<file path="config.mk">
export PLATFORM = sky130hd
export DESIGN_NAME = ack_retransmit_tracker
export DESIGN_NICKNAME = d
export VERILOG_FILES = /design/src/atr_pkg.sv /design/src/ack_retransmit_tracker.sv /design/src/atr_cell.sv /design/src/atr_head.sv
export SDC_FILE = /design/constraint.sdc
export NUM_CORES = 2
export LEC_CHECK = 0
export ABC_AREA = 1
export BUFFER_PORTS_ARGS = -buffer_cell sky130_fd_sc_hd__buf_4
export CORE_ASPECT_RATIO = 0.6
export CORE_MARGIN = 5
export CORE_UTILIZATION = 40
export DETAILED_ROUTE_END_ITERATION = 8
export HOLD_SLACK_MARGIN = 0.03
export PLACE_DENSITY_LB_ADDON = 0.08
export SLEW_MARGIN = 15
export SYNTH_ARGS = -nofsm -noshare
export SYNTH_HDL_FRONTEND = slang
export SYNTH_SLANG_ARGS = --single-unit
</file>
<file path="constraint.sdc">
create_clock -name clk -period 18 [get_ports clk]
set_input_delay 2.7 -clock clk [delete_from_list [all_inputs] [get_ports clk]]
set_output_delay 2.7 -clock clk [all_outputs]
set_load 0.02 [all_outputs]
</file>
<file path="src/atr_pkg.sv">
package atr_pkg;

  // table geometry and limits
  localparam int TABLE_DEPTH = 16;
  localparam int MAX_RESULTS = 16;
  localparam int CNT_W = $clog2(MAX_RESULTS + 1);

  // field widths
  localparam int SEQ_W = 32;
  localparam int TIME_W = 48;
  localparam int RETRY_W = 4;
  localparam int BASE_W = 16;
  localparam int WAIT_W = BASE_W + RETRY_W + 1;

  // configuration reset values
  localparam logic [BASE_W-1:0] BASE_TIMEOUT_RST = 16'd2000;
  localparam logic [RETRY_W-1:0] MAX_RETRIES_RST = 4'd5;

  // configuration register indexes
  localparam logic CFG_BASE_TIMEOUT = 1'b0;
  localparam logic CFG_MAX_RETRIES = 1'b1;

  typedef enum logic [1:0] {
    OP_REGISTER = 2'd0,
    OP_ACK      = 2'd1,
    OP_SCAN     = 2'd2,
    OP_NONE     = 2'd3
  } op_t;

  typedef enum logic [2:0] {
    KIND_REGISTERED  = 3'd0,
    KIND_FULL        = 3'd1,
    KIND_ACKED       = 3'd2,
    KIND_ACK_UNKNOWN = 3'd3,
    KIND_RETRANSMIT  = 3'd4,
    KIND_DROPPED     = 3'd5,
    KIND_NOTHING_DUE = 3'd6
  } kind_t;

  // one table entry as it travels around the ring
  typedef struct packed {
    logic               valid;
    logic [SEQ_W-1:0]   seq;
    logic [TIME_W-1:0]  sent_time;
    logic [RETRY_W-1:0] retries;
  } entry_t;

  // one result item
  typedef struct packed {
    kind_t              kind;
    logic [SEQ_W-1:0]   seq;
    logic [RETRY_W-1:0] attempt;
  } res_t;

  // what the head unit saw at the entry passing it
  typedef struct packed {
    logic matched;
    logic is_free;
    logic scan_hit;
  } head_stat_t;

endpackage

</file>
<file path="src/ack_retransmit_tracker.sv">
// Retransmission tracker for unacknowledged requests, linear backoff.
// Input channel (in_valid/in_ready) takes one beat with op, seq_num and
// now_time: register a sent request, acknowledge/cancel it, or scan for expiry.
// Output channel (out_valid/out_ready) gives result beats: kind, out_seq,
// attempt and last; last marks the final result of an input beat.
// The table is a ring of TABLE_DEPTH cells that rotates one place per cycle
// past a single head unit, so each item walks the whole ring in index order.
// Acknowledge and scan make one lap of the ring before their final result;
// register makes a search lap and, if it finds a slot, a write lap. One item
// is worked on at a time; the next is accepted in the cycle after the final
// result is loaded. op 3 is consumed with no result. A scan gives up to 16
// results, one per due entry, at most one per cycle. When the receiver stalls,
// the ring stops rotating while a result waits; the output register keeps the
// waiting beat steady until it is taken. Reset empties the table at once (no
// clearing pass) and sets base_timeout to 2000 and max_retries to 5; cfg_we
// writes register cfg_index; the user must do so only when idle (not enforced).
module ack_retransmit_tracker #(
  parameter int TABLE_DEPTH = atr_pkg::TABLE_DEPTH
) (
  input  logic                         clk,
  input  logic                         rst,
  input  logic                         cfg_we,
  input  logic                         cfg_index,
  input  logic [atr_pkg::BASE_W-1:0]   cfg_data,
  input  logic                         in_valid,
  output logic                         in_ready,
  input  logic [1:0]                   op,
  input  logic [atr_pkg::SEQ_W-1:0]    seq_num,
  input  logic [atr_pkg::TIME_W-1:0]   now_time,
  output logic                         out_valid,
  input  logic                         out_ready,
  output logic [2:0]                   kind,
  output logic [atr_pkg::SEQ_W-1:0]    out_seq,
  output logic [atr_pkg::RETRY_W-1:0]  attempt,
  output logic                         last
);

  localparam int IDX_W = (TABLE_DEPTH > 1) ? $clog2(TABLE_DEPTH) : 1;
  localparam logic [IDX_W-1:0] LAST_STEP = IDX_W'(TABLE_DEPTH - 1);

  typedef enum logic [1:0] {
    ST_IDLE,
    ST_PASS,
    ST_FINISH
  } state_t;

  state_t                         state;
  atr_pkg::op_t                   op_q;
  logic [atr_pkg::SEQ_W-1:0]      seq_q;
  logic [atr_pkg::TIME_W-1:0]     now_q;
  logic                           phase;
  logic [IDX_W-1:0]               step;
  logic [IDX_W-1:0]               tgt;
  logic                           tgt_found;
  logic                           tgt_match;
  logic                           hit;
  logic [atr_pkg::CNT_W-1:0]      count;
  logic                           pend_valid;
  atr_pkg::res_t                  pend;
  logic [atr_pkg::BASE_W-1:0]     base_timeout;
  logic [atr_pkg::RETRY_W-1:0]    max_retries;

  atr_pkg::entry_t                ring [TABLE_DEPTH];
  atr_pkg::entry_t                head_nxt;
  atr_pkg::head_stat_t            stat;
  atr_pkg::res_t                  scan_res;

  logic                           out_free;
  logic                           push;
  logic                           stall;
  logic                           shift;
  logic                           write_here;
  logic                           room;
  logic                           fin_emit;
  atr_pkg::res_t                  fin_res;

  assign in_ready   = (state == ST_IDLE);
  assign out_free   = !out_valid || out_ready;
  assign write_here = (op_q == atr_pkg::OP_REGISTER) && phase && (step == tgt);
  assign room       = count < atr_pkg::CNT_W'(atr_pkg::MAX_RESULTS);
  assign push       = (state == ST_PASS) && stat.scan_hit && pend_valid;
  assign stall      = push && !out_free;
  assign shift      = (state == ST_PASS) && !stall;

  // configuration registers
  always_ff @(posedge clk) begin
    if (rst) begin
      base_timeout <= atr_pkg::BASE_TIMEOUT_RST;
      max_retries  <= atr_pkg::MAX_RETRIES_RST;
    end else if (cfg_we) begin
      unique case (cfg_index)
        atr_pkg::CFG_BASE_TIMEOUT: base_timeout <= cfg_data;
        atr_pkg::CFG_MAX_RETRIES:  max_retries  <= cfg_data[atr_pkg::RETRY_W-1:0];
        default: begin
        end
      endcase
    end
  end

  // ring of entry cells, head output re-enters at the tail
  genvar gi;
  generate
    for (gi = 0; gi < TABLE_DEPTH; gi++) begin : g_cell
      if (gi == TABLE_DEPTH - 1) begin : g_tail
        atr_cell u_cell (
          .clk   (clk),
          .rst   (rst),
          .shift (shift),
          .d     (head_nxt),
          .q     (ring[gi])
        );
      end else begin : g_mid
        atr_cell u_cell (
          .clk   (clk),
          .rst   (rst),
          .shift (shift),
          .d     (ring[gi+1]),
          .q     (ring[gi])
        );
      end
    end
  endgenerate

  // head unit works on the entry in cell 0
  atr_head u_head (
    .cur          (ring[0]),
    .op           (op_q),
    .seq          (seq_q),
    .now          (now_q),
    .base_timeout (base_timeout),
    .max_retries  (max_retries),
    .write_here   (write_here),
    .room         (room),
    .nxt          (head_nxt),
    .stat         (stat),
    .res          (scan_res)
  );

  // final result of the item
  always_comb begin
    fin_emit     = 1'b1;
    fin_res.kind = atr_pkg::KIND_NOTHING_DUE;
    fin_res.seq  = seq_q;
    fin_res.attempt = '0;
    case (op_q)
      atr_pkg::OP_REGISTER: begin
        if (!phase && tgt_found) begin
          fin_emit = 1'b0;
        end
        fin_res.kind = phase ? atr_pkg::KIND_REGISTERED : atr_pkg::KIND_FULL;
      end
      atr_pkg::OP_ACK: begin
        fin_res.kind = hit ? atr_pkg::KIND_ACKED : atr_pkg::KIND_ACK_UNKNOWN;
      end
      default: begin
        if (pend_valid) begin
          fin_res = pend;
        end else begin
          fin_res.seq = '0;
        end
      end
    endcase
  end

  // sequencer, pass bookkeeping and output register
  always_ff @(posedge clk) begin
    if (rst) begin
      state     <= ST_IDLE;
      out_valid <= 1'b0;
    end else begin
      if (out_valid && out_ready) begin
        out_valid <= 1'b0;
      end
      unique case (state)
        ST_IDLE: begin
          if (in_valid) begin
            op_q       <= atr_pkg::op_t'(op);
            seq_q      <= seq_num;
            now_q      <= now_time;
            phase      <= 1'b0;
            step       <= '0;
            tgt_found  <= 1'b0;
            tgt_match  <= 1'b0;
            hit        <= 1'b0;
            count      <= '0;
            pend_valid <= 1'b0;
            if (op != atr_pkg::OP_NONE) begin
              state <= ST_PASS;
            end
          end
        end
        ST_PASS: begin
          if (shift) begin
            step <= step + 1'b1;
            if (step == LAST_STEP) begin
              step  <= '0;
              state <= ST_FINISH;
            end
            // search lap of a register: a match beats the lowest free slot
            if (op_q == atr_pkg::OP_REGISTER && !phase) begin
              if (stat.matched && !tgt_match) begin
                tgt       <= step;
                tgt_found <= 1'b1;
                tgt_match <= 1'b1;
              end else if (stat.is_free && !tgt_found) begin
                tgt       <= step;
                tgt_found <= 1'b1;
              end
            end
            if (op_q == atr_pkg::OP_ACK && stat.matched) begin
              hit <= 1'b1;
            end
            // scan results go through one pending stage to learn last
            if (stat.scan_hit) begin
              count      <= count + 1'b1;
              pend       <= scan_res;
              pend_valid <= 1'b1;
              if (pend_valid) begin
                out_valid <= 1'b1;
                kind      <= pend.kind;
                out_seq   <= pend.seq;
                attempt   <= pend.attempt;
                last      <= 1'b0;
              end
            end
          end
        end
        ST_FINISH: begin
          if (!fin_emit) begin
            phase <= 1'b1;
            state <= ST_PASS;
          end else if (out_free) begin
            out_valid <= 1'b1;
            kind      <= fin_res.kind;
            out_seq   <= fin_res.seq;
            attempt   <= fin_res.attempt;
            last      <= 1'b1;
            state     <= ST_IDLE;
          end
        end
        default: begin
          state <= ST_IDLE;
        end
      endcase
    end
  end

endmodule

</file>
<file path="src/atr_cell.sv">
module atr_cell (
  input  logic              clk,
  input  logic              rst,
  input  logic              shift,
  input  atr_pkg::entry_t   d,
  output atr_pkg::entry_t   q
);

  // valid bit, cleared at reset
  always_ff @(posedge clk) begin
    if (rst) begin
      q.valid <= 1'b0;
    end else if (shift) begin
      q.valid <= d.valid;
    end
  end

  // entry payload
  always_ff @(posedge clk) begin
    if (shift) begin
      q.seq       <= d.seq;
      q.sent_time <= d.sent_time;
      q.retries   <= d.retries;
    end
  end

endmodule

</file>
<file path="src/atr_head.sv">
module atr_head (
  input  atr_pkg::entry_t                   cur,
  input  atr_pkg::op_t                      op,
  input  logic [atr_pkg::SEQ_W-1:0]         seq,
  input  logic [atr_pkg::TIME_W-1:0]        now,
  input  logic [atr_pkg::BASE_W-1:0]        base_timeout,
  input  logic [atr_pkg::RETRY_W-1:0]       max_retries,
  input  logic                              write_here,
  input  logic                              room,
  output atr_pkg::entry_t                   nxt,
  output atr_pkg::head_stat_t               stat,
  output atr_pkg::res_t                     res
);

  logic [atr_pkg::TIME_W-1:0]  elapsed;
  logic [atr_pkg::WAIT_W-1:0]  wait_time;
  logic [atr_pkg::RETRY_W-1:0] retries_inc;
  logic                        expired;

  // expiry test with linear backoff
  assign elapsed     = now - cur.sent_time;
  assign wait_time   = atr_pkg::WAIT_W'(base_timeout) *
                       atr_pkg::WAIT_W'({1'b0, cur.retries} + 5'd1);
  assign expired     = elapsed >= atr_pkg::TIME_W'(wait_time);
  assign retries_inc = cur.retries + 4'd1;

  // per-entry update
  always_comb begin
    nxt           = cur;
    stat.matched  = cur.valid && (cur.seq == seq);
    stat.is_free  = !cur.valid;
    stat.scan_hit = 1'b0;
    res.kind      = atr_pkg::KIND_DROPPED;
    res.seq       = cur.seq;
    res.attempt   = '0;
    case (op)
      atr_pkg::OP_REGISTER: begin
        if (write_here) begin
          nxt.valid     = 1'b1;
          nxt.seq       = seq;
          nxt.sent_time = now;
          nxt.retries   = '0;
        end
      end
      atr_pkg::OP_ACK: begin
        if (stat.matched) begin
          nxt.valid = 1'b0;
        end
      end
      atr_pkg::OP_SCAN: begin
        if (cur.valid && room && expired) begin
          stat.scan_hit = 1'b1;
          if (cur.retries >= max_retries) begin
            nxt.valid = 1'b0;
          end else begin
            nxt.retries   = retries_inc;
            nxt.sent_time = now;
            res.kind      = atr_pkg::KIND_RETRANSMIT;
            res.attempt   = retries_inc;
          end
        end
      end
      default: begin
      end
    endcase
  end

endmodule

</file>
---- Word-level counts from Yosys, hierarchy flattened ----
Cells that the tools add are included.
storage, ports and cells
  flip-flop bits (word level) ............. 1,562
  latch bits .............................. 0
  bits in writable memories ............... 0
  bits in read-only memories .............. 0
  input bits .............................. 104
  output and inout port bits .............. 42
  word-level logic and storage cells ...... 253
  memories ................................ 0
operators by class
  $add $sub $neg .......................... 5
  multiply operators ...................... 1
  divide/modulo/power cells ............... 0
  magnitude comparators ................... 3
  eq/ne operators ......................... 22
  shifts and indexed selects .............. 0
  mux-type cells .......................... 87
  bitwise logic cells ..................... 4
  reductions and logical operators ........ 45
operators by type and width
  cell                                                             count
  32-bit two-way mux                                               7
  52-bit two-way mux                                               2
  52-bit case mux with 2 select lines                              1
  85-bit two-way mux                                               1
  32-bit case mux with 2 select lines                              1
  48-bit by 21-bit greater-or-equal comparator with 1-bit output   1
  48-bit subtractor                                                1
  4-bit two-way mux                                                11
  36-bit two-way mux                                               1
  1-bit two-way mux                                                34
  32-bit == test                                                   1
  16-bit by 21-bit multiplier with 21-bit output                   1
  5-bit AND reduction                                              4
  3-bit two-way mux                                                6
  4-bit case mux with 2 select lines                               2
  1-bit logical AND                                                15
  5-bit two-way mux                                                3
  2-bit != test, second input constant                             7
  1-bit case mux with 2 select lines                               7
  2-bit two-way mux                                                6
  2-bit by 1-bit != test with 1-bit output, second input constant  6
  3-bit case mux with 2 select lines                               2
  4-bit AND reduction                                              3
  6-bit AND reduction                                              2
  24 further kinds                                                 42

---- Depth between registers and ports, before layout ----
  depth after elaboration ................. 13
  mapped depth ............................ 38
  gate-level depth less buffers ........... 38

---- Cells and area by module ----
Synthesis repeated with hierarchy kept, for this count alone.
second synthesis, totals
  cells, all modules ...................... 3,937
  area, all modules ....................... 58,871.5 um^2
modules (own cells, without submodules)
  module                  instances  cells an instance  area each (um^2)  sequential area each (um^2)
  atr_cell                16         91                 2,567.5           2,542.4
  atr_head                1          2,032              10,646.5          0.0
  ack_retransmit_tracker  1          449                7,145.6           5,835.6

---- Worst setup path before layout ----
OpenSTA, ideal clock, no wires.
  path type ............................... reg-to-reg
  from .................................... register g_cell[0].g_mid.u_cell.q[0] (netlist name)
  to ...................................... register pend[0] (netlist name), enable pin
  setup time .............................. 0.393 ns
  data arrival time ....................... 13.537 ns
  data required time ...................... 17.607 ns
  setup slack ............................. 4.070 ns
  cell stages (with the launch flop) ...... 35
  buffers on the path ..................... 2
  clock period less this slack ............ 13.930 ns
  cell sequence ........................... edfxtp_1 ha_1 xor2_1 inv_1 clkbuf_1 nor2_1 fa_1 fa_1 inv_1 fa_1 inv_1 ha_1 a21oi_1 o21ai_0 a21o_1 a31oi_1 o21ai_0 a21boi_0 o21ai_0 a21o_1 a21oi_1 xor2_1 ha_1 a21oi_1 o21ai_0 a21oi_1 nor2_1 nor2_1 nand2_2 nand4_2 nor2_4 nor2_8 buf_6 nand3_1 inv_1
on the way
  word-level cells in the longest chain between the ends .. 12
ends and longest elaborated chain
  element                                                         line                           text
  start, declared                                                 atr_cell.sv:6                  output atr_pkg::entry_t q
  4-bit by 1-bit adder with 5-bit output                          atr_head.sv:23                 atr_pkg::WAIT_W'({1'b0, cur.retries} + 5'd1);
  16-bit by 21-bit multiplier with 21-bit output                  atr_head.sv:22                 assign wait_time = atr_pkg::WAIT_W'(base_timeout) *
  48-bit by 21-bit greater-or-equal comparator with 1-bit output  atr_head.sv:24                 assign expired = elapsed >= atr_pkg::TIME_W'(wait_time);
  1-bit logical AND                                               atr_head.sv:51                 if (cur.valid && room && expired) begin
  1-bit two-way mux                                               atr_head.sv:51
  1-bit two-way mux                                               atr_head.sv:36                 case (op)
  1-bit logical AND (2 in series)                                 ack_retransmit_tracker.sv:81   assign push = (state == ST_PASS) && stat.scan_hit && pend_valid;
  1-bit logical AND                                               ack_retransmit_tracker.sv:82   assign stall = push && !out_free;
  1-bit zero test                                                 ack_retransmit_tracker.sv:83   assign shift = (state == ST_PASS) && !stall;
  1-bit logical AND                                               ack_retransmit_tracker.sv:83
  named net g_cell[0].g_mid.u_cell.shift                          atr_cell.sv:4                  input logic shift,
  4-bit AND reduction (no source line)                            -
  end signal, assigned                                            ack_retransmit_tracker.sv:216  pend <= scan_res;
  end, declared                                                   ack_retransmit_tracker.sv:59   atr_pkg::res_t pend;
The timed path passes the listed nets, and every way through them passes these cells.
A chain may end at the register's enable or synchronous reset.

---- Worst setup path after layout ----
  from .................................... register g_cell[0].g_mid.u_cell.q[0] (netlist name)
  to ...................................... register g_cell[11].g_mid.u_cell.q[72] (netlist name), enable pin
on the way
  word-level cells in the longest chain between the ends .. 11
ends and longest elaborated chain
  element                                                         line
  4-bit by 1-bit adder with 5-bit output                          atr_head.sv:23
  16-bit by 21-bit multiplier with 21-bit output                  atr_head.sv:22
  48-bit by 21-bit greater-or-equal comparator with 1-bit output  atr_head.sv:24
  1-bit logical AND                                               atr_head.sv:51
  1-bit two-way mux                                               atr_head.sv:51
  1-bit two-way mux                                               atr_head.sv:36
  1-bit logical AND (2 in series)                                 ack_retransmit_tracker.sv:81
  1-bit logical AND                                               ack_retransmit_tracker.sv:82
  1-bit zero test                                                 ack_retransmit_tracker.sv:83
  1-bit logical AND                                               ack_retransmit_tracker.sv:83
  end, declared                                                   atr_cell.sv:6
Every way passes these cells.

==> qor.txt <==
final setup fails = 0
Die ar. = 152,000 µm²
vias per std cell = 4.70
Distinct cells, synth = 54
Port Buffers = 145
Async S/R FF share, synth = 0%
period utilization = 60.3%
RSZ-0062 raised after global routing = no
Mean Syn Cell Area = 15.8 µm²
Crit path required time = 18,390 ps
Die W = 500 µm
Die Y = 304 µm
Worst setup SP type = flip-flop
core area = 142,000 µm²
Clock transition at path regs = 70 ps
Detail Placement HPWL = 75.5 mm
cell taking the most area after synthesis = edfxtp_1
crit path max-delay cell type = buf_4
dominant cells by area after synthesis = edfxtp_1, nand2_1, inv_1, ha_1, fa_1
status = complete, no violations
fraction of layout cells with a size suffix above 1 = 11.2%
gp weighted congestion = 0.887
H-tree lvl count = 4
Area growth syn-to-layout = 14.2%
drt initial violations = 2,588
leakage = 0.0241 µW
Max Fclk = 92.2 MHz
total CTS buffers = 143
count of flip-flops with a built-in enable after synthesis = 1,521
first-pass GRT wire length = 168 mm
top-count cell post-synth = edfxtp_1
post-CTS setup buffers = 0
post-DR wirelength/cell = 19.1 µm
Root Buffer = clkbuf_16
final worst slack = 7150 ps
Yosys reg bits = 1,560
Tightest Pin Transition = 1040 ps
router iterations before antenna repair = 5
Routed WL = 113 mm
Yosys top cell area share = 79.3%
clock sink total = 1,560
Mapped Cells = 3,651
CTS tree = done
initial core utilization = 40.4%
Seq/Total Area, Yosys = 80.7%
max incr delay on CP = 770 ps
worst-case clock buffer depth = 3
worst hold path type = reg -> reg
Synth top cells by count = edfxtp_1, nand2_1, inv_1, nor2_1, o21ai_0
Skew-Pair Late Insertion Delay = 760 ps
Max-cap violations = 0
nets@finish = 4,169
Mapped Area = 57,600 µm²
TNS Setup = 0 ps
Post-Syn Nets = 3,906
grt ovf = 0
pwr dens = 180 nW/µm²
row count = 107
count of final max-slew check failures = 0
# IOs = 146
Final min period = 10,850 ps
post-CTS sizing = 0
Total GRT Usage = 14.8%
antenna violations before repair = 1
Main synth FF type = edfxtp_1
Crit Path Category = reg -> reg
largest net degree at the start of global routing = 195
worst IR drop on VDD = 122 µV
Yosys warnings = 0
worst relative slew slack = 30.9%
Hold Vio Cnt, Final = 0
vias after detailed routing = 28,000
DRC = 0
worst path arrival time = 11,240 ps
hold buffers post-CTS = 0
antenna-violating nets left = 0
number of global-route vias before repair = 26,600
Crit Path Max Fanout = 151
clk_skew = 55.6 ps
DP Worst Slack = 7280 ps
Worst setup EP type = flip-flop
-- path summary, 6_finish.rpt --
kind / start / end / slack (ps) / depth (start not counted)
worst max-delay path: g_cell[0].g_mid.u_cell.q[0] / g_cell[11].g_mid.u_cell.q[72] / 7150 / 34
worst min-delay path: g_cell[3].g_mid.u_cell.q[51] / g_cell[2].g_mid.u_cell.q[51] / 390 / 0
worst max register to register: g_cell[0].g_mid.u_cell.q[0] / g_cell[11].g_mid.u_cell.q[72] / 7150 / 34
worst min register to register: g_cell[3].g_mid.u_cell.q[51] / g_cell[2].g_mid.u_cell.q[51] / 390 / 0
-- cell families (layout without fill, tap and decap cells) --
kind of cell / count (synthesis) / count (layout) / share of synthesized area [%]
simple gates: 1030 / 1030 / 7.35
flops: 1560 / 1560 / 80.7
other cells: 0 / 6 / 0
buf+inv: 491 / 875 / 3.29
xor+xnor: 65 / 65 / 0.988
fa+ha+maj: 151 / 151 / 3.84
compound gates: 354 / 354 / 3.88
-- layout by cell type (no fill, tap or decap), types with 34 or more instances in the layout --
master	n
o21ai_0	115
clkbuf_16	143
nand3_1	83
nor2_1	205
xor2_1	34
inv_1	420
dfxtp_1	39
clkinv_1	43
edfxtp_1	1521
nand2_1	656
a21oi_1	103
fa_1	43
ha_1	108
buf_4	167
-- through the flow --
step	instances	cell area, µm²	utilization, %	hold WS, ps	power (µW)
after detailed placement	5676	61100	42.9	405	8990
final	5948	65800	46.2	393	11900
after CTS	5942	65800	46.2	392	12000
after global routing	5943	65800	46.2	387	12600
after floorplan	3651	57600	-	400	8240
after global placement	5676	61100	42.9	400	8940
-- worst max-delay path: cells and delay by family, from the launching register on --
family | cells | cell delay (ps)
adders and majority gates | 5 | 2210
buffers and inverters | 6 | 2760
xor gates and xnor gates | 1 | 200
AOI/OAI and AO/OA | 12 | 2290
DFF | 1 | 530
and+or+nand+nor | 10 | 2210
-- routing by layer --
metal	part of all wire [%]	vias to the layer above	GRT usage (%)
met5	0	-	0
met4	1.8	0	3.69
met3	5.1	157	3.31
met2	39	524	18.9
met1	54	13800	24.9
li1	-	13500	-
-- power breakdown --
part	internal [µW]	switching (µW)
registers	5720	391
logic	828	1960
clock network	1630	1340
total	8180	3690
-- cell type report --
class	instances	area, µm²
clock inverters	95	965
fillers	12600	76700
inverters	438	1650
multi-input cells	1600	9280
flip-flops and latches	1560	46500
well taps	1907	2390
repair buffers	171	1330
clock buffers	171	3690
diodes	6	15.0
-- state kept, by name, summed over array words and instances (netlist names), 2 cells and up --
signal	count
g_cell.g_tail.u_cell.q	85
tgt	4
g_cell.g_mid.u_cell.q	1275
step	4
out_seq	32
state	2
count	5
kind	3
seq_q	32
attempt	4
max_retries	4
pend	37
base_timeout	16
op_q	2
now_q	48
(Power assumes the default switching activity.)
